[src/cgnc_pkg.sv]
package cgnc_pkg;

  // grid dimensions and derived store geometry
  localparam int MAX_COLS   = 16;
  localparam int MAX_ROWS   = 16;
  localparam int MAX_LAYERS = 16;
  localparam int CELL_TOTAL = MAX_COLS * MAX_ROWS * MAX_LAYERS;
  localparam int AW         = $clog2(CELL_TOTAL);

  // field widths
  localparam int SW     = 5;
  localparam int CRW    = 4;
  localparam int CNTW   = 5;
  localparam int REQW   = 2;
  localparam int CFG_IW = 3;
  localparam int CFG_DW = 5;

  // size register reset value before clamping
  localparam int SIZE_RESET = 16;

  // queue between front and back
  localparam int QDEPTH = 2;
  localparam int QAW    = $clog2(QDEPTH);
  localparam int QCW    = $clog2(QDEPTH + 1);

  // request codes
  localparam logic [REQW-1:0] REQ_TOGGLE = 2'd0;
  localparam logic [REQW-1:0] REQ_COUNT  = 2'd1;
  localparam logic [REQW-1:0] REQ_CLEAR  = 2'd2;

  // configuration register indexes
  localparam logic [CFG_IW-1:0] CFG_COLS   = 3'd0;
  localparam logic [CFG_IW-1:0] CFG_ROWS   = 3'd1;
  localparam logic [CFG_IW-1:0] CFG_LAYERS = 3'd2;
  localparam logic [CFG_IW-1:0] CFG_WRAP   = 3'd3;

  // per-axis step codes
  localparam logic [1:0] DELTA_DOWN = 2'd0;
  localparam logic [1:0] DELTA_ZERO = 2'd1;
  localparam logic [1:0] DELTA_UP   = 2'd2;

  typedef logic [SW-1:0] size_t;

  typedef struct packed {
    size_t cols;
    size_t rows;
    size_t layers;
    logic  wrap;
  } cfg_t;

  typedef struct packed {
    logic [REQW-1:0] req;
    logic            ok;
    logic [CRW-1:0]  row;
    logic [CRW-1:0]  col;
    logic [CRW-1:0]  layer;
  } item_t;

  typedef struct packed {
    logic  ok;
    size_t pos;
  } step_t;

  // used size: zero acts as one, above the maximum acts as the maximum
  function automatic size_t clamp_size(size_t v, int max_v);
    if (v == '0) return SW'(1);
    if (int'(v) > max_v) return SW'(max_v);
    return v;
  endfunction

  // one axis step, empty or wrapped at the edges
  function automatic step_t step_axis(size_t pos, logic [1:0] delta, size_t size, logic wrap);
    step_t s;
    s.ok  = 1'b1;
    s.pos = pos;
    case (delta)
      DELTA_DOWN: begin
        if (pos == '0) begin
          s.ok  = wrap;
          s.pos = size - SW'(1);
        end else begin
          s.pos = pos - SW'(1);
        end
      end
      DELTA_UP: begin
        if (({1'b0, pos} + (SW+1)'(1)) >= {1'b0, size}) begin
          s.ok  = wrap;
          s.pos = '0;
        end else begin
          s.pos = pos + SW'(1);
        end
      end
      default: ;
    endcase
    return s;
  endfunction

  // store address from coordinates, independent of the used sizes
  function automatic logic [AW-1:0] cell_addr(size_t r, size_t c, size_t l);
    int a;
    a = (int'(l) * MAX_ROWS + int'(r)) * MAX_COLS + int'(c);
    return AW'(a);
  endfunction

endpackage

[src/cgnc_queue.sv]
module cgnc_queue (
  input  logic            clk,
  input  logic            rst,
  input  logic            push,
  input  cgnc_pkg::item_t push_item,
  input  logic            pop,
  output cgnc_pkg::item_t head,
  output logic            empty,
  output logic            full
);

  cgnc_pkg::item_t              slots [cgnc_pkg::QDEPTH];
  logic [cgnc_pkg::QAW-1:0]     wptr;
  logic [cgnc_pkg::QAW-1:0]     rptr;
  logic [cgnc_pkg::QCW-1:0]     fill;

  assign head  = slots[rptr];
  assign empty = (fill == '0);
  assign full  = (fill == cgnc_pkg::QCW'(cgnc_pkg::QDEPTH));

  // pointers and fill level
  always_ff @(posedge clk) begin
    if (rst) begin
      wptr <= '0;
      rptr <= '0;
      fill <= '0;
    end else begin
      if (push) begin
        wptr <= (wptr == cgnc_pkg::QAW'(cgnc_pkg::QDEPTH - 1)) ? '0 : wptr + cgnc_pkg::QAW'(1);
      end
      if (pop) begin
        rptr <= (rptr == cgnc_pkg::QAW'(cgnc_pkg::QDEPTH - 1)) ? '0 : rptr + cgnc_pkg::QAW'(1);
      end
      if (push && !pop) begin
        fill <= fill + cgnc_pkg::QCW'(1);
      end else if (pop && !push) begin
        fill <= fill - cgnc_pkg::QCW'(1);
      end
    end
  end

  // entry storage
  always_ff @(posedge clk) begin
    if (push) begin
      slots[wptr] <= push_item;
    end
  end

endmodule

[config.mk]
export PLATFORM = sky130hd
export DESIGN_NAME = cgnc_queue
export DESIGN_NICKNAME = d
export VERILOG_FILES = /design/src/cgnc_pkg.sv /design/src/cgnc_queue.sv
export SDC_FILE = /design/constraint.sdc
export NUM_CORES = 1
export LEC_CHECK = 0
export BUFFER_PORTS_ARGS = -buffer_cell sky130_fd_sc_hd__buf_2
export CORE_ASPECT_RATIO = 1.25
export CORE_MARGIN = 2
export CORE_UTILIZATION = 40
export DETAILED_ROUTE_END_ITERATION = 10
export REMOVE_ABC_BUFFERS = 1
export SYNTH_ARGS = -nofsm -noshare
export SYNTH_HDL_FRONTEND = slang
export SYNTH_SLANG_ARGS = --single-unit
[constraint.sdc]
create_clock -name clk -period 1.7 [get_ports clk]
set_clock_uncertainty 0.05 [all_clocks]
set_input_delay 0.17 -clock clk [delete_from_list [all_inputs] [get_ports clk]]
set_output_delay 0.17 -clock clk [all_outputs]
set_load 0.005 [all_outputs]
### Word level (Yosys, flattened, before mapping)

Memory sizes are Yosys's and may differ from the RTL's. A register that Yosys moved wholly into a read port is not among the register bits.
Cells that the tools add are included.

| word-level totals | value |
|---|---|
| bits in registers | 4 |
| bits in latches | 0 |
| RAM bits | 30 |
| ROM bits | 0 |
| input port bits | 19 |
| output and inout bits | 17 |
| word-level logic and storage cells | 23 |
| memories | 1 |

Memories:

| memory | words | width | rd ports | clocked after memory_dff | write ports | line | source |
|---|---|---|---|---|---|---|---|
| slots | 2 | 15 | 1 | 1 | 1 | cgnc_queue.sv:12 | `cgnc_pkg::item_t slots [cgnc_pkg::QDEPTH];` |

| cells by class | value |
|---|---|
| add/subtract/negate cells | 4 |
| multipliers | 0 |
| div/mod/pow operators | 0 |
| magnitude comparators | 0 |
| equality and inequality tests | 1 |
| shifts and indexed selects | 0 |
| multiplexer cells | 8 |
| bitwise logic cells | 0 |
| reductions and logical operators | 6 |

Operator list:

| cell | number |
|---|---|
| $mux 1 | 6 |
| $mux 2 | 2 |
| $add 1x1->1 const B | 2 |
| $add 2x1->2 const B | 1 |
| $eq 2x2->1 const B | 1 |
| $logic_and 1x1->1 | 2 |
| $logic_not 1->1 | 2 |
| $logic_not 2->1 | 1 |
| $reduce_bool 2->1 | 1 |
| $sub 2x1->2 const B | 1 |

### Depth between registers and ports, before layout

| logic depth | value |
|---|---|
| depth after elaboration | 4 |
| mapped depth | 5 |
| depth with buffers taken out | 5 |

### Least setup slack after synthesis

OpenSTA, ideal clock, no wires.

| path | value |
|---|---|
| path type | register -> register |
| start point | register wptr |
| end point | memory slots[0][0] in the netlist's numbering (enable) |
| setup time | 388 ps |
| data arrival time | 1021 ps |
| data required time | 1262 ps |
| setup slack | 241 ps |
| stages on the path, launching flop included | 2 |
| buffers on the path | 0 |
| clock period less this slack | 1459 ps |
| cell sequence | dfxtp_1 > nor2b_1 |

RTL lines:

| element | line | source |
|---|---|---|
| start: declaration | cgnc_queue.sv:13 | `logic [cgnc_pkg::QAW-1:0] wptr;` |
| start signal: assignment | cgnc_queue.sv:29 | `wptr <= (wptr == cgnc_pkg::QAW'(cgnc_pkg::QDEPTH - 1)) ? '0 : wptr + cgnc_pkg::QAW'(1);` |
| end: declaration | cgnc_queue.sv:12 |  |

No word-level cell before the write port.

==> flow_summary.json <==
{
  "status": "finished, final reports clean",
  "hold_depth": 1,
  "post-cts-setup-buffers": 0,
  "gp_congestion": 0.675,
  "grt-ovfl-total": 0,
  "vias": 712,
  "placed_cells": 143,
  "crit_fanout": 8,
  "dieHeight_um": 67.5,
  "nNetsFinal": 133,
  "synth_warnings": 0,
  "vias_per_cell": 4.72,
  "synth_compound_area_frac": 0.00776,
  "critical_path_required_ps": 1480,
  "cts_root_buf": "clkbuf_8",
  "rr_worst_depth": 3,
  "cts-hold-fix-buffers": 0,
  "rows": 23,
  "ys_ff_latch": 35,
  "grt_pass1_vias": 710,
  "synth_top_area_share": 0.698,
  "io_buffers": 35,
  "synthAdderAreaFrac": 0.00970,
  "wl_mm": 2.08,
  "grt_first_pass_wirelength_mm": 3.15,
  "finalCritPeriodShare": 0.864,
  "synth_ff_type": "edfxtp_1",
  "yosys-top-cells-area": "edfxtp_1 (70%), mux2_2 (13%), dfxtp_1 (7.8%)",
  "drive_gt1_frac": 0.526,
  "maxCapViolCount": 0,
  "r2r_slack_ps": 590,
  "synth_edf_count": 30,
  "ys_types": 16,
  "htreeDepth": 2,
  "ys_seq_area_frac": 0.776,
  "drt_first_pass_iters": 4,
  "regToRegStartpoint": "fill[0]",
  "syn2layout_area_growth_pct": 24.7,
  "antenna_found_initial": 0,
  "setup_viol": 0,
  "grt_max_degree": 16,
  "wl_per_cell_um": 13.8,
  "max-vdd-ir-drop_mv": 0.880,
  "crit_arrival_ps": 1250,
  "synth-simple-area-share": 0.0359,
  "start_util": 0.411,
  "worst_slew_pin_slew_ps": 211,
  "die_w_um": 54.8,
  "cts_resized": 0,
  "cts_buffer_depth": 2,
  "slew_viol_final": 0,
  "synth_area_per_cell_um2": 18.7,
  "fmaxAchievable_mhz": 681,
  "cts_tree": "done",
  "timing.rr.end": "fill[1]",
  "holdCritPathClass": "input pin to register",
  "dr.first_iter.drc_count": 2,
  "hpwlAfterDp_mm": 1.48,
  "synth_xor_area_frac": 0.0272,
  "fillers": 294,
  "core_area_mm2": 0.00314,
  "fin_setup_tns_ps": 0,
  "hold_start": "push_item[5]",
  "hold-path-endpoint": "slots[1][5]",
  "hold_violations": 0,
  "netlist_instances": 69,
  "insertion_delay_ps": 270,
  "grt_usage": 0.130,
  "synth_top_area_cell": "edfxtp_1",
  "endpoint_kind": "output pin",
  "instances_no_fill": 151,
  "cp-start-kind": "register",
  "period_needed_ps": 1470,
  "dieArea_mm2": 0.00370,
  "place_ws_ps": 453,
  "cts_inserted_buffers": 5,
  "netlist_area_mm2": 0.00129,
  "setup_slack_ps": 232,
  "worstSetupPathType": "register to output pin",
  "path_clk_slew_ps": 60,
  "async_flop_share": 0,
  "max-slew-margin-rel": 0.860,
  "power_leakage_uw": 0.000631,
  "drcViolationCount": 0,
  "pin_count": 36,
  "clkSinkCount": 35,
  "rsz0062_at_grt": "no",
  "synth_top_family_by_area": "multiplexers",
  "ant_nets": 0,
  "antennaDiodeCount": 0,
  "power_density_mw_per_mm2": 1100,
  "synth_mux_area_frac": 0.131
}
final cells by class:
type | instances | area [µm²] | share of cell area
clock buffer | 6 | 72.6 | 0.0451
inverter | 1 | 3.75 | 0.00233
tap | 37 | 46.3 | 0.0288
clock inverter | 2 | 7.51 | 0.00467
sequential | 35 | 1000 | 0.622
timing repair buffer | 39 | 205 | 0.128
multi-input combinational | 31 | 273 | 0.170
metrics by stage:
stage	total power (µW)	util	hold slack, ps	cell area [µm²]
2_1_floorplan	1140	-	189	1280
3_3_place_gp	1240	0.487	310	1530
3_5_place_dp	1250	0.487	312	1530
4_1_cts	1790	0.513	19.7	1610
5_1_grt	1850	0.513	9.42	1610
6_report	1760	0.513	27.3	1610
critical path: stages (launching register included):
cell and delay, ps:
dfxtp_1 320, buf_4 170, mux2_2 350, buf_2 130
per-layer routing:
layer | part of all wire | up-vias | global-route usage
met3 | 0.081 | 4 | 0.0664
met2 | 0.53 | 27 | 0.220
met4 | 0.016 | 0 | 0.0563
li1 | - | 344 | -
met5 | 0 | - | 0
met1 | 0.37 | 337 | 0.129
synthesized netlist by cell type, types with 2 or more instances:
master / instances
mux2_2: 15
dfxtp_1: 5
edfxtp_1: 30
nor2_1: 5
xor2_1: 2
xnor2_1: 2
registers in the layout (all words and copies together) (netlist names), named ones only:
register / count
fill: 2
rptr: 1
slots: 30
wptr: 1
cell usage in the layout (no fill, tap or decap), types with 2 or more instances in the layout:
| cell | count |
|---|---|
| buf_4 | 4 |
| clkbuf_8 | 5 |
| xnor2_1 | 2 |
| nor2_1 | 5 |
| edfxtp_1 | 30 |
| dfxtp_1 | 5 |
| buf_2 | 35 |
| mux2_2 | 15 |
| xor2_1 | 2 |
| clkinv_1 | 2 |
cells by family (layout without fill, tap and decap cells):
family / after synthesis / in the layout
DFF: 35 / 35
muxes: 15 / 15
and+or+nand+nor: 9 / 9
xor gates and xnor gates: 4 / 4
buffers and inverters: 3 / 48
AOI/OAI and AO/OA: 2 / 2
adders and majority gates: 1 / 1
power breakdown:
group          switching, µW  total (µW)  leakage [µW]  internal, µW
combinational           95.4         210      0.000268           115
sequential              21.6        1020      0.000323           997
clock                    257         536     0.0000403           278
total                    374        1760      0.000631          1390
how the worst max path moves through the flow:
stage / start / to / slack, ps / depth (start not counted)
after floorplan: wptr / slots[0][0] / 240 / 1
after global placement: push / fill[1] / 500 / 4
after detailed placement: push / fill[1] / 450 / 4
after CTS: register / head[0] / 210 / 3
after global routing: register / head[0] / 160 / 3
final: register / head[0] / 230 / 3
No activity file was read; power rests on OpenSTA's default activity.
