<file path="config.mk">
export PLATFORM = sky130hd
export DESIGN_NAME = cgnc_front
export DESIGN_NICKNAME = d
export VERILOG_FILES = /design/src/cgnc_pkg.sv /design/src/cgnc_front.sv
export SDC_FILE = /design/constraint.sdc
export NUM_CORES = 1
export LEC_CHECK = 0
export BUFFER_PORTS_ARGS = -buffer_cell sky130_fd_sc_hd__buf_2
export CAP_MARGIN = 15
export CORE_ASPECT_RATIO = 1.5
export CORE_MARGIN = 2
export CORE_UTILIZATION = 38
export DETAILED_ROUTE_END_ITERATION = 12
export GPL_ROUTABILITY_DRIVEN = 0
export PLACE_DENSITY = 0.74
export SETUP_SLACK_MARGIN = 0.02
export SYNTH_ARGS = -nofsm -noshare
export SYNTH_HDL_FRONTEND = slang
export SYNTH_SLANG_ARGS = --single-unit
</file>
<file path="constraint.sdc">
create_clock -name clk -period 1.8 [get_ports clk]
set_input_delay 0.54 -clock clk [delete_from_list [all_inputs] [get_ports clk]]
set_output_delay 0.54 -clock clk [all_outputs]
set_load 0.03 [all_outputs]
</file>
<file path="src/cgnc_pkg.sv">
package cgnc_pkg;

  // grid dimensions and derived store geometry
  localparam int MAX_COLS   = 16;
  localparam int MAX_ROWS   = 16;
  localparam int MAX_LAYERS = 16;
  localparam int CELL_TOTAL = MAX_COLS * MAX_ROWS * MAX_LAYERS;
  localparam int AW         = $clog2(CELL_TOTAL);

  // field widths
  localparam int SW     = 5;
  localparam int CRW    = 4;
  localparam int CNTW   = 5;
  localparam int REQW   = 2;
  localparam int CFG_IW = 3;
  localparam int CFG_DW = 5;

  // size register reset value before clamping
  localparam int SIZE_RESET = 16;

  // queue between front and back
  localparam int QDEPTH = 2;
  localparam int QAW    = $clog2(QDEPTH);
  localparam int QCW    = $clog2(QDEPTH + 1);

  // request codes
  localparam logic [REQW-1:0] REQ_TOGGLE = 2'd0;
  localparam logic [REQW-1:0] REQ_COUNT  = 2'd1;
  localparam logic [REQW-1:0] REQ_CLEAR  = 2'd2;

  // configuration register indexes
  localparam logic [CFG_IW-1:0] CFG_COLS   = 3'd0;
  localparam logic [CFG_IW-1:0] CFG_ROWS   = 3'd1;
  localparam logic [CFG_IW-1:0] CFG_LAYERS = 3'd2;
  localparam logic [CFG_IW-1:0] CFG_WRAP   = 3'd3;

  // per-axis step codes
  localparam logic [1:0] DELTA_DOWN = 2'd0;
  localparam logic [1:0] DELTA_ZERO = 2'd1;
  localparam logic [1:0] DELTA_UP   = 2'd2;

  typedef logic [SW-1:0] size_t;

  typedef struct packed {
    size_t cols;
    size_t rows;
    size_t layers;
    logic  wrap;
  } cfg_t;

  typedef struct packed {
    logic [REQW-1:0] req;
    logic            ok;
    logic [CRW-1:0]  row;
    logic [CRW-1:0]  col;
    logic [CRW-1:0]  layer;
  } item_t;

  typedef struct packed {
    logic  ok;
    size_t pos;
  } step_t;

  // used size: zero acts as one, above the maximum acts as the maximum
  function automatic size_t clamp_size(size_t v, int max_v);
    if (v == '0) return SW'(1);
    if (int'(v) > max_v) return SW'(max_v);
    return v;
  endfunction

  // one axis step, empty or wrapped at the edges
  function automatic step_t step_axis(size_t pos, logic [1:0] delta, size_t size, logic wrap);
    step_t s;
    s.ok  = 1'b1;
    s.pos = pos;
    case (delta)
      DELTA_DOWN: begin
        if (pos == '0) begin
          s.ok  = wrap;
          s.pos = size - SW'(1);
        end else begin
          s.pos = pos - SW'(1);
        end
      end
      DELTA_UP: begin
        if (({1'b0, pos} + (SW+1)'(1)) >= {1'b0, size}) begin
          s.ok  = wrap;
          s.pos = '0;
        end else begin
          s.pos = pos + SW'(1);
        end
      end
      default: ;
    endcase
    return s;
  endfunction

  // store address from coordinates, independent of the used sizes
  function automatic logic [AW-1:0] cell_addr(size_t r, size_t c, size_t l);
    int a;
    a = (int'(l) * MAX_ROWS + int'(r)) * MAX_COLS + int'(c);
    return AW'(a);
  endfunction

endpackage

</file>
<file path="src/cgnc_front.sv">
module cgnc_front (
  input  logic                          clk,
  input  logic                          rst,
  input  logic                          start,
  input  logic                          busy,
  input  logic [cgnc_pkg::REQW-1:0]     req_type,
  input  logic [cgnc_pkg::CRW-1:0]      row_index,
  input  logic [cgnc_pkg::CRW-1:0]      col_index,
  input  logic [cgnc_pkg::CRW-1:0]      layer_index,
  input  logic                          cfg_valid,
  input  logic [cgnc_pkg::CFG_IW-1:0]   cfg_index,
  input  logic [cgnc_pkg::CFG_DW-1:0]   cfg_data,
  output logic                          push,
  output cgnc_pkg::item_t               push_item,
  output cgnc_pkg::cfg_t                cfg
);

  logic coords_ok;

  // configuration registers
  always_ff @(posedge clk) begin
    if (rst) begin
      cfg.cols   <= cgnc_pkg::clamp_size(cgnc_pkg::SW'(cgnc_pkg::SIZE_RESET),
                                         cgnc_pkg::MAX_COLS);
      cfg.rows   <= cgnc_pkg::clamp_size(cgnc_pkg::SW'(cgnc_pkg::SIZE_RESET),
                                         cgnc_pkg::MAX_ROWS);
      cfg.layers <= cgnc_pkg::clamp_size(cgnc_pkg::SW'(cgnc_pkg::SIZE_RESET),
                                         cgnc_pkg::MAX_LAYERS);
      cfg.wrap   <= 1'b0;
    end else if (cfg_valid) begin
      case (cfg_index)
        cgnc_pkg::CFG_COLS:   cfg.cols   <= cgnc_pkg::clamp_size(cfg_data, cgnc_pkg::MAX_COLS);
        cgnc_pkg::CFG_ROWS:   cfg.rows   <= cgnc_pkg::clamp_size(cfg_data, cgnc_pkg::MAX_ROWS);
        cgnc_pkg::CFG_LAYERS: cfg.layers <= cgnc_pkg::clamp_size(cfg_data,
                                                                 cgnc_pkg::MAX_LAYERS);
        cgnc_pkg::CFG_WRAP:   cfg.wrap   <= cfg_data[0];
        default: ;
      endcase
    end
  end

  // range check and classification of the incoming word
  always_comb begin
    coords_ok = ({1'b0, row_index} < cfg.rows) && ({1'b0, col_index} < cfg.cols) &&
                ({1'b0, layer_index} < cfg.layers);
    push            = start && !busy;
    push_item.req   = req_type;
    push_item.ok    = (req_type == cgnc_pkg::REQ_CLEAR) ? 1'b1 : coords_ok;
    push_item.row   = row_index;
    push_item.col   = col_index;
    push_item.layer = layer_index;
  end

endmodule

</file>
=== Word-level counts from Yosys, hierarchy flattened ===
Cells that the tools add are included.
Widths: inputs -> output; s select.

* Flip-flop bits (word level): 16
* Bits of input ports: 27
* Output and inout port bits: 32
* Word-level logic and storage cells: 54

* $lt $le $gt $ge: 4
* Equality and inequality tests: 4
* Muxes and demuxes: 32
* Reduce and logical (&&, ||, !) cells: 10

{| class="wikitable"
|+ Operator list
! cell !! number
|-
| $mux 5 || 8
|-
| $mux 1 || 24
|-
| $lt 4x5->1 || 3
|-
| $reduce_and 2->1 || 4
|-
| $eq 3x2->1 const B || 2
|-
| $gt 5x5->1 const B || 1
|-
| $logic_not 5->1 || 1
|-
| $eq 3x1->1 const B || 1
|-
| $logic_and 1x1->1 || 3
|-
| $logic_not 3->1 || 1
|-
| $eq 2x2->1 const B || 1
|-
| $logic_not 1->1 || 1
|}

=== Logic depth before layout (Yosys ltp) ===
Gate-level depths: netlist (run 1).

* Depth in word-level cells: 11
* Mapped depth: 7
* Mapped depth without buffers: 7

=== Worst setup path before layout (run 1) ===
OpenSTA, ideal clock, no wires.

* Path kind: register to output
* Start: reg cfg[12] in the netlist's numbering
* End: out push_item[12] in the netlist's numbering
* Arrival time: 1,989 ps
* Path slack: -729 ps
* Cell stages (with the launch flop): 7
* Cell sequence: dfxtp_1 inv_1 ha_1 a21o_1 a211oi_1 nor4_1 nor3_1

{| class="wikitable"
|+ RTL lines
! what !! RTL line !! source
|-
| start, declared || cgnc_front.sv:15 || <nowiki>output cgnc_pkg::cfg_t cfg</nowiki>
|-
| end, declared || cgnc_front.sv:14 || <nowiki>output cgnc_pkg::item_t push_item,</nowiki>
|}

==> results.cfg, run 1 <==
[run_status]
status = finished, violations left
violations = setup timing

[global_route]
antenna_found_initial = 0
grt_usage = 0.159
grt_pass1_vias = 852
use_met2 = 0.264
grt_most_used_layer = met2
grt_pass1_wl_um = 3520
grt_max_degree = 17
gr-total-overflow = 0
met1_usage = 0.182
gr-usage-met3 = 0.0244

[worst_setup_path]
crit_required_ns = 1.26
crit_family = compound AO/OA/AOI/OAI gates
cp_slowest_cell = ha_4
slowest_delay_ns = 0.23
rrSetupSlack_ns = 0.95
reg2reg_to = cfg[3]$_SDFFE_PP0P_
crit_top_cell = nor3_2
cp_max_fo = 2
start_kind = input port
reg2reg_from = cfg[3]$_SDFFE_PP0P_
path_buf_inv = 2
path_cells = buf_2, ha_4, o21ai_2, o21bai_1, a21oi_2, nor3_2, nor3_2, buf_4
cp-end-kind = primary output
worst_ep_arrival_time_ns = 1.72
reg2regPathDepth = 5
critPathKind = in -> out

[sta]
setup_slack_ns = -0.461
setup_tns_ns = -0.461
rsz0062_at_grt = true
setup_viol_count_final = 1
tightest_slew_ns = 0.484
fin_crit_sh = 1.26
slew_violations = 0
finClkSkew_ns = 0
max_freq_mhz = 442
slew_headroom = 0.676
finalHoldViolCount = 0
finalCriticalPeriod_ns = 2.26

[clock_tree]
cts_buffers = 3
clock_sinks = 16
cts_root_buf = clkbuf_4
clkLatencyLatePin_ns = 0.29
cts.clk_slew.worst_paths_ns = 0.09
holdBufCountCts = 0
cts.path.max_buffers = 2
cts.htree.levels = 1
cts_tree = done

[finish]
drive_gt1_frac = 0.552
multi_input_area_um2 = 628
top_regs = cfg: 16 flops
final_common_cell = buf_2
syn2layout_area_growth_pct = 40.9
layout_common_cells = 57 x buf_2, 25 x nor2_1, 11 x dfxtp_1
antenna_cells = 0
fill_cells = 221
largest_reg_flops = 16
fin_nets = 209
seq_area_um2 = 329
top_register = cfg

[logic_synthesis]
ys_seq_area_frac = 0.321
yosysTopAreaCellShare = 0.321
synth_seq_cells = 16
synth_cell_type_count = 23
yosysWarnings = 0
syn_inst = 121
synth.cell_area_um2 = 997
synth_top_cell_by_area = dfxtp_1
yosys-top-cells-area = dfxtp_1 32%, ha_1 11%, buf_4 11%, nor2_1 9.4%, a21oi_1 5.5%
syn-num-nets = 157
postSynthAreaPerCell_um2 = 8.24

[pwr]
irDropWorstVdd_uv = 461
totalPowerFinal_uw = 811
p_per_area_nw_per_um2 = 577
p_leak_nw = 0.645

[placed_design]
dp_slack_ns = -0.450
hpwl_um = 1890
io_buffers = 58

[worst_hold_path]
worst_hold_startpoint = cfg_data[0]
hold_depth = 3
hold_path.class = in -> reg
hold_end = cfg[0]$_SDFFE_PP0P_

[drt]
drc = 0
drtAntennaViolNets = 0
viasPerCell = 4.94
drtPass1Iterations = 5
drt_iter0_markers = 12
wirelength_um = 2340
wl_per_cell_um = 11.9
vias = 968

[die]
row_count = 22
core_um2 = 2480
initial_core_util = 0.403
die_w_um = 45.8
die-area_um2 = 3060
boundaryPins = 59
die_h_um = 66.7

[job]
cap_violations = 0
==> routing by layer <==
metal	wire length (um)	share of wire
met3	167	0.071
met5	0	0
met4	68	0.029
met2	1190	0.51
met1	911	0.39
==> power by group <==
| part | switching, mW | total (mW) | internal [mW] |
|---|---|---|---|
| sequential | 0.00438 | 0.363 | 0.359 |
| combinational | 0.124 | 0.207 | 0.0822 |
| clock | 0.118 | 0.241 | 0.123 |
| total | 0.247 | 0.811 | 0.564 |
==> how the worst max path moves through the flow <==
stage | to | startpoint | cells past startpoint | slack, ns
final | push_item[12] | layer_index[1] | 8 | -0.46
after global routing | push_item[12] | cfg[2]$_SDFFE_PP0P_ | 8 | -0.55
after CTS | push_item[12] | cfg[2]$_SDFFE_PP0P_ | 8 | -0.45
after detailed placement | push_item[12] | layer_index[1] | 8 | -0.45
after global placement | push_item[12] | layer_index[1] | 8 | -0.43
after floorplan | push_item[12] | layer_index[1] | 6 | -0.30
==> what timing repair did <==
action	in CTS	in global routing
endpoints found under the hold margin	0	0
setup endpoints to repair	1	1
pin swaps	9	6
resized for setup	8	6
buffers inserted	0	0
==> cells in the mapped netlist, drive strengths merged <==
cell / count
nor4bb: 1
nand2b: 1
nor2: 25
ha: 9
nand4b: 1
nor3: 4
buf: 16
dfxtp: 16
nor3b: 2
inv: 9
mux2i: 4
a211o: 3
a211oi: 1
o21bai: 2
a21oi: 11
o21ai: 2
clkbuf: 2
nor2b: 8
nor4b: 1
nor4: 1
a21o: 1
and4bb: 1
==> metrics by stage <==
stage          std cells  cell area (um^2)  utilization  hold WS [ns]
2_1_floorplan        121              1080            -         0.642
3_3_place_gp         192              1330        0.536         0.475
3_5_place_dp         192              1330        0.536         0.499
4_1_cts              196              1380        0.559         0.506
5_1_grt              196              1410        0.567         0.539
6_report             196              1410        0.567         0.506
==> worst reg2reg max path: stages (launching register included) <==
cell and delay [ns]:
dfxtp_2 0.33, inv_1 0.10, buf_4 0.12, nor2_1 0.03, a21oi_1 0.11, nor2_1 0.06
==> final cells by class <==
class                           instances  share of cell area
Timing Repair Buffer                   65               0.246
Inverter                                9              0.0258
Tap cell                               24              0.0214
Sequential cell                        16               0.234
Clock buffer                            4              0.0258
Multi-Input combinational cell         78               0.447
==> kinds of logic (layout without fill, tap and decap cells) <==
logic type | count (synthesis) | after routing | synth area share
simple gates | 45 | 45 | 0.247
compound gates | 20 | 20 | 0.122
fa+ha+maj | 9 | 9 | 0.113
buf+inv | 27 | 78 | 0.157
mux | 4 | 4 | 0.0402
flops | 16 | 16 | 0.321
No activity file was read; power rests on OpenSTA's default activity.
==> inputs of run 2 (changes only) <==
--- a/config.mk
+++ b/config.mk
@@ -12,7 +12,7 @@
 export CORE_UTILIZATION = 38
 export DETAILED_ROUTE_END_ITERATION = 12
 export GPL_ROUTABILITY_DRIVEN = 0
-export PLACE_DENSITY = 0.74
+export PLACE_DENSITY = 0.85
 export SETUP_SLACK_MARGIN = 0.02
 export SYNTH_ARGS = -nofsm -noshare
 export SYNTH_HDL_FRONTEND = slang
==> run 2 against run 1 <==
The flow still finishes with violations (setup timing). Die area is the same. Final cell count grew 1.5%. Total power is essentially flat. Combinational power is essentially flat.
==> results.cfg, run 2 (synthesis results as in run 1) <==
[worst_hold_path]
hold_path.class = in -> reg

[worst_setup_path]
path_cells = inv_2, ha_4, a21o_1, a211oi_2, nor4_1, nor3_2, buf_4
start_kind = flip-flop
cp-end-kind = primary output
worst_ep_arrival_time_ns = 1.68
cp_max_fo = 2
cp_slowest_cell = dfxtp_2
crit_required_ns = 1.26
path_buf_inv = 2
slowest_delay_ns = 0.34
crit_family = compound AO/OA/AOI/OAI gates
critPathKind = reg -> out

[drt]
drtPass1Iterations = 4
drt_iter0_markers = 20
wirelength_um = 2440
drtAntennaViolNets = 0
vias = 996
drc = 0
wl_per_cell_um = 12.2
viasPerCell = 5.01

[die]
die-area_um2 = 3060
die_h_um = 66.7
initial_core_util = 0.403
row_count = 22
die_w_um = 45.8
core_um2 = 2480
boundaryPins = 59

[finish]
syn2layout_area_growth_pct = 42.4
largest_reg_flops = 16
final_common_cell = buf_2
antenna_cells = 0
fin_nets = 212
drive_gt1_frac = 0.549
layout_common_cells = 57 x buf_2, 25 x nor2_1, 11 x dfxtp_1, 11 x buf_4, 10 x a21oi_1
top_regs = cfg: 16 flops
top_register = cfg

[global_route]
grt_usage = 0.175
grt_pass1_wl_um = 4020
grt_pass1_vias = 913
gr-total-overflow = 0
grt_max_degree = 17
antenna_found_initial = 0

[pwr]
combPwrFrac = 0.252
p_sw_uw = 247
p_per_area_nw_per_um2 = 571
irDropWorstVdd_uv = 447
p_seq_frac = 0.448
p_sw_frac = 0.305
totalPowerFinal_uw = 811
p_int_uw = 564
clock_power_share = 0.299
p_leak_nw = 0.659

[sta]
rsz0062_at_grt = true
slew_headroom = 0.785
finalCriticalPeriod_ns = 2.22
slew_violations = 0
tightest_slew_ns = 0.322
finalHoldViolCount = 0
setup_slack_ns = -0.419
finClkSkew_ns = 0
setup_viol_count_final = 1
fin_crit_sh = 1.23
max_freq_mhz = 451

[placed_design]
io_buffers = 58
dp_slack_ns = -0.445
hpwl_um = 1990

[clock_tree]
cts_tree = done
clock_sinks = 16
cts_root_buf = clkbuf_4
cts.htree.levels = 1
clkLatencyLatePin_ns = 0.29
holdBufCountCts = 0
cts.clk_slew.worst_paths_ns = 0.09
cts_buffers = 3
cts.path.max_buffers = 2

[run_status]
violations = setup timing
status = finished, violations left

[job]
cap_violations = 0
run 2: what timing repair did:
| item | in CTS | in global routing |
|---|---|---|
| setup buffers | 1 | 0 |
| pin swaps | 6 | 3 |
| gates resized for setup | 9 | 3 |
| setup endpoints to repair | 1 | 1 |
run 2: path summary, 6_finish.rpt:
kind	startpoint	to	slack, ns	cells after the start
max	cfg[12]$_SDFFE_PP0P_	push_item[12]	-0.42	7
min	cfg_data[0]	cfg[0]$_SDFFE_PP0P_	0.50	3
max reg2reg	cfg[13]$_SDFFE_PP0P_	cfg[13]$_SDFFE_PP0P_	0.93	5
min reg2reg	cfg[0]$_SDFFE_PP0P_	cfg[0]$_SDFFE_PP0P_	0.51	2
run 2: power by group through the flow:
| stage | sequential, mW | clock (mW) | combinational, mW |
|---|---|---|---|
| 6_report | 0.364 | 0.243 | 0.204 |
| 5_1_grt | 0.365 | 0.265 | 0.223 |
| 4_1_cts | 0.363 | 0.238 | 0.203 |
| 3_5_place_dp | 0.371 | 0 | 0.197 |
| 3_3_place_gp | 0.371 | 0 | 0.191 |
| 2_1_floorplan | 0.383 | 0 | 0.125 |
run 2: per-layer routing:
| metal | track usage | routed length, um | share of wire |
|---|---|---|---|
| met5 | 0 | 0 | 0 |
| met4 | 0.0714 | 57 | 0.023 |
| met1 | 0.215 | 968 | 0.40 |
| met3 | 0.0163 | 145 | 0.059 |
| met2 | 0.299 | 1270 | 0.52 |
run 2: worst register-to-register path, cell delays in order (launching register included):
cell and delay, ns:
dfxtp_1 0.34, inv_1 0.06, buf_4 0.13, nor2_1 0.12, a21oi_1 0.06, nor2_1 0.10
run 2: metrics by stage:
stage	util	cells	TNS (ns)	cell area, um^2	hold slack (ns)
global route	0.573	199	-0.511	1420	0.519
global placement	0.542	194	-0.418	1340	0.476
CTS	0.568	199	-0.420	1410	0.517
floorplan	-	121	-0.298	1080	0.642
detailed placement	0.542	194	-0.445	1340	0.504
finish	0.573	199	-0.419	1420	0.499
run 2: final cells by class:
type                       count  area [um^2]
sequential                    16          329
clock buffer                   4         36.3
inverter                       9         36.3
fill                         233         1060
timing repair buffer          68          368
tap                           24         30.0
multi-input combinational     78          621
==> inputs of run 3 (changes only) <==
==> constraint.sdc (replaced) <==
create_clock -name clk -period 1.9 [get_ports clk]
set_input_delay 0.57 -clock clk [delete_from_list [all_inputs] [get_ports clk]]
set_output_delay 0.57 -clock clk [all_outputs]
set_load 0.03 [all_outputs]
==> run 3 against run 2 <==
The run still ends with setup timing left. Worst setup slack better by 0.031 ns. Clock power fell by 7%. Sequential power is 5% lower. Register-to-register slack better by 0.09 ns. Flip-flop and latch count is the same. Global-route usage fell by 2.5 points. Final cell count down 1.5%. Critical path depth is 1 higher. Utilization fell by 1.3 points. Cell area is 2.2% lower. Via count decreased by 0.90%. Highest routed layer unchanged.
==> results.cfg, run 3 (synthesis results as in run 1) <==
[run_status]
violations = setup timing
status = finished, violations left

[global_route]
gr-total-overflow = 0
grt_pass1_wl_um = 3430
grt_max_degree = 17
grt_usage = 0.150
grt_pass1_vias = 856
antenna_found_initial = 0

[worst_setup_path]
cp_max_fo = 2
cp-end-kind = primary output
crit_required_ns = 1.33
start_kind = input port
critPathKind = in -> out
worst_ep_arrival_time_ns = 1.72

[pwr]
clock_power_share = 0.295
p_int_uw = 535
p_leak_nw = 0.640
p_sw_uw = 230
combPwrFrac = 0.254
p_sw_frac = 0.301
p_seq_frac = 0.452
irDropWorstVdd_uv = 303
p_per_area_nw_per_um2 = 551

[sta]
setup_tns_ns = -0.387
finClkSkew_ns = 0
slew_violations = 0
setup_slack_ns = -0.387
fin_crit_sh = 1.20
finalCriticalPeriod_ns = 2.29
tightest_slew_ns = 0.505
finalHoldViolCount = 0
slew_headroom = 0.662
max_freq_mhz = 437
rsz0062_at_grt = true
setup_viol_count_final = 1

[drt]
m1WireLength_um = 912
drtPass1Iterations = 4
wl_met2_um = 1350
viasPerCell = 5.04
drt_iter0_markers = 25
wl_met3_um = 92
wirelength_um = 2390
vias = 987
drc = 0
wl_per_cell_um = 12.2
maxUsedRoutingLayer = met4
drtAntennaViolNets = 0

[die]
die_w_um = 45.8
row_count = 22
die_h_um = 66.7
die-area_um2 = 3060
core_um2 = 2480
boundaryPins = 59
initial_core_util = 0.403

[finish]
fin_nets = 209
syn2layout_area_growth_pct = 39.3
top_regs = cfg: 16 flops
largest_reg_flops = 16
antenna_cells = 0
layout_common_cells = 57 x buf_2, 25 x nor2_1, 11 x dfxtp_1
drive_gt1_frac = 0.523
final_common_cell = buf_2
utilization = 0.561
top_register = cfg

[placed_design]
hpwl_um = 1970
io_buffers = 58
dp_slack_ns = -0.429

[clock_tree]
holdBufCountCts = 0
cts.path.max_buffers = 2
cts.htree.levels = 1
cts.clk_slew.worst_paths_ns = 0.10
clock_sinks = 16
clkLatencyLatePin_ns = 0.28
cts_root_buf = clkbuf_4
cts_tree = done
cts_buffers = 3

[job]
cap_violations = 0

[worst_hold_path]
hold_path.class = reg -> reg
run 3: area by class of cell:
class                      count  area, um^2
clock buffer                   4        36.3
fill                         226        1090
sequential                    16         327
timing repair buffer          65         345
multi-input combinational     78         617
inverter                       9        33.8
tap                           24        30.0
run 3: power groups by stage:
stage	Combinational [mW]	Sequential [mW]	Clock [mW]
after floorplan	0.119	0.364	0
after global placement	0.181	0.353	0
after detailed placement	0.188	0.353	0
after CTS	0.191	0.345	0.227
after global routing	0.211	0.346	0.240
final	0.194	0.345	0.225
run 3: metrics by stage:
stage / area [um^2] / cells / power (mW) / hold slack [ns]
after floorplan: 1080 / 121 / 0.483 / 0.642
after global placement: 1330 / 193 / 0.534 / 0.485
after detailed placement: 1330 / 193 / 0.541 / 0.489
after CTS: 1380 / 197 / 0.763 / 0.522
after global routing: 1390 / 196 / 0.796 / 0.549
final: 1390 / 196 / 0.765 / 0.519
run 3: routing by layer:
metal  up-vias  global-route usage
met1       456               0.160
met2        32               0.276
met3         4              0.0190
li1        495                   -
met4         0              0.0679
met5         -                   0
run 3: path summary, 6_finish.rpt:
check / start / end / slack (ns) / cells after the start
setup / recovery: layer_index[1] / push_item[12] / -0.39 / 8
hold / removal: cfg[0]$_SDFFE_PP0P_ / cfg[0]$_SDFFE_PP0P_ / 0.52 / 2
setup reg to reg: cfg[3]$_SDFFE_PP0P_ / cfg[3]$_SDFFE_PP0P_ / 1.02 / 5
hold reg to reg: cfg[0]$_SDFFE_PP0P_ / cfg[0]$_SDFFE_PP0P_ / 0.52 / 2
run 3: critical path, stage by stage:
cell	delay (ns)
buf_2	0.12
ha_4	0.16
nor3b_2	0.16
o21bai_1	0.12
a21oi_2	0.18
nor3_2	0.06
nor3_2	0.17
buf_4	0.18
run 3: what timing repair did:
item | 4_1_cts | 5_1_grt
gates resized for setup | 4 | 4
setup endpoints to repair | 1 | 1
buffers inserted | 0 | 0
pin swaps | 2 | 5
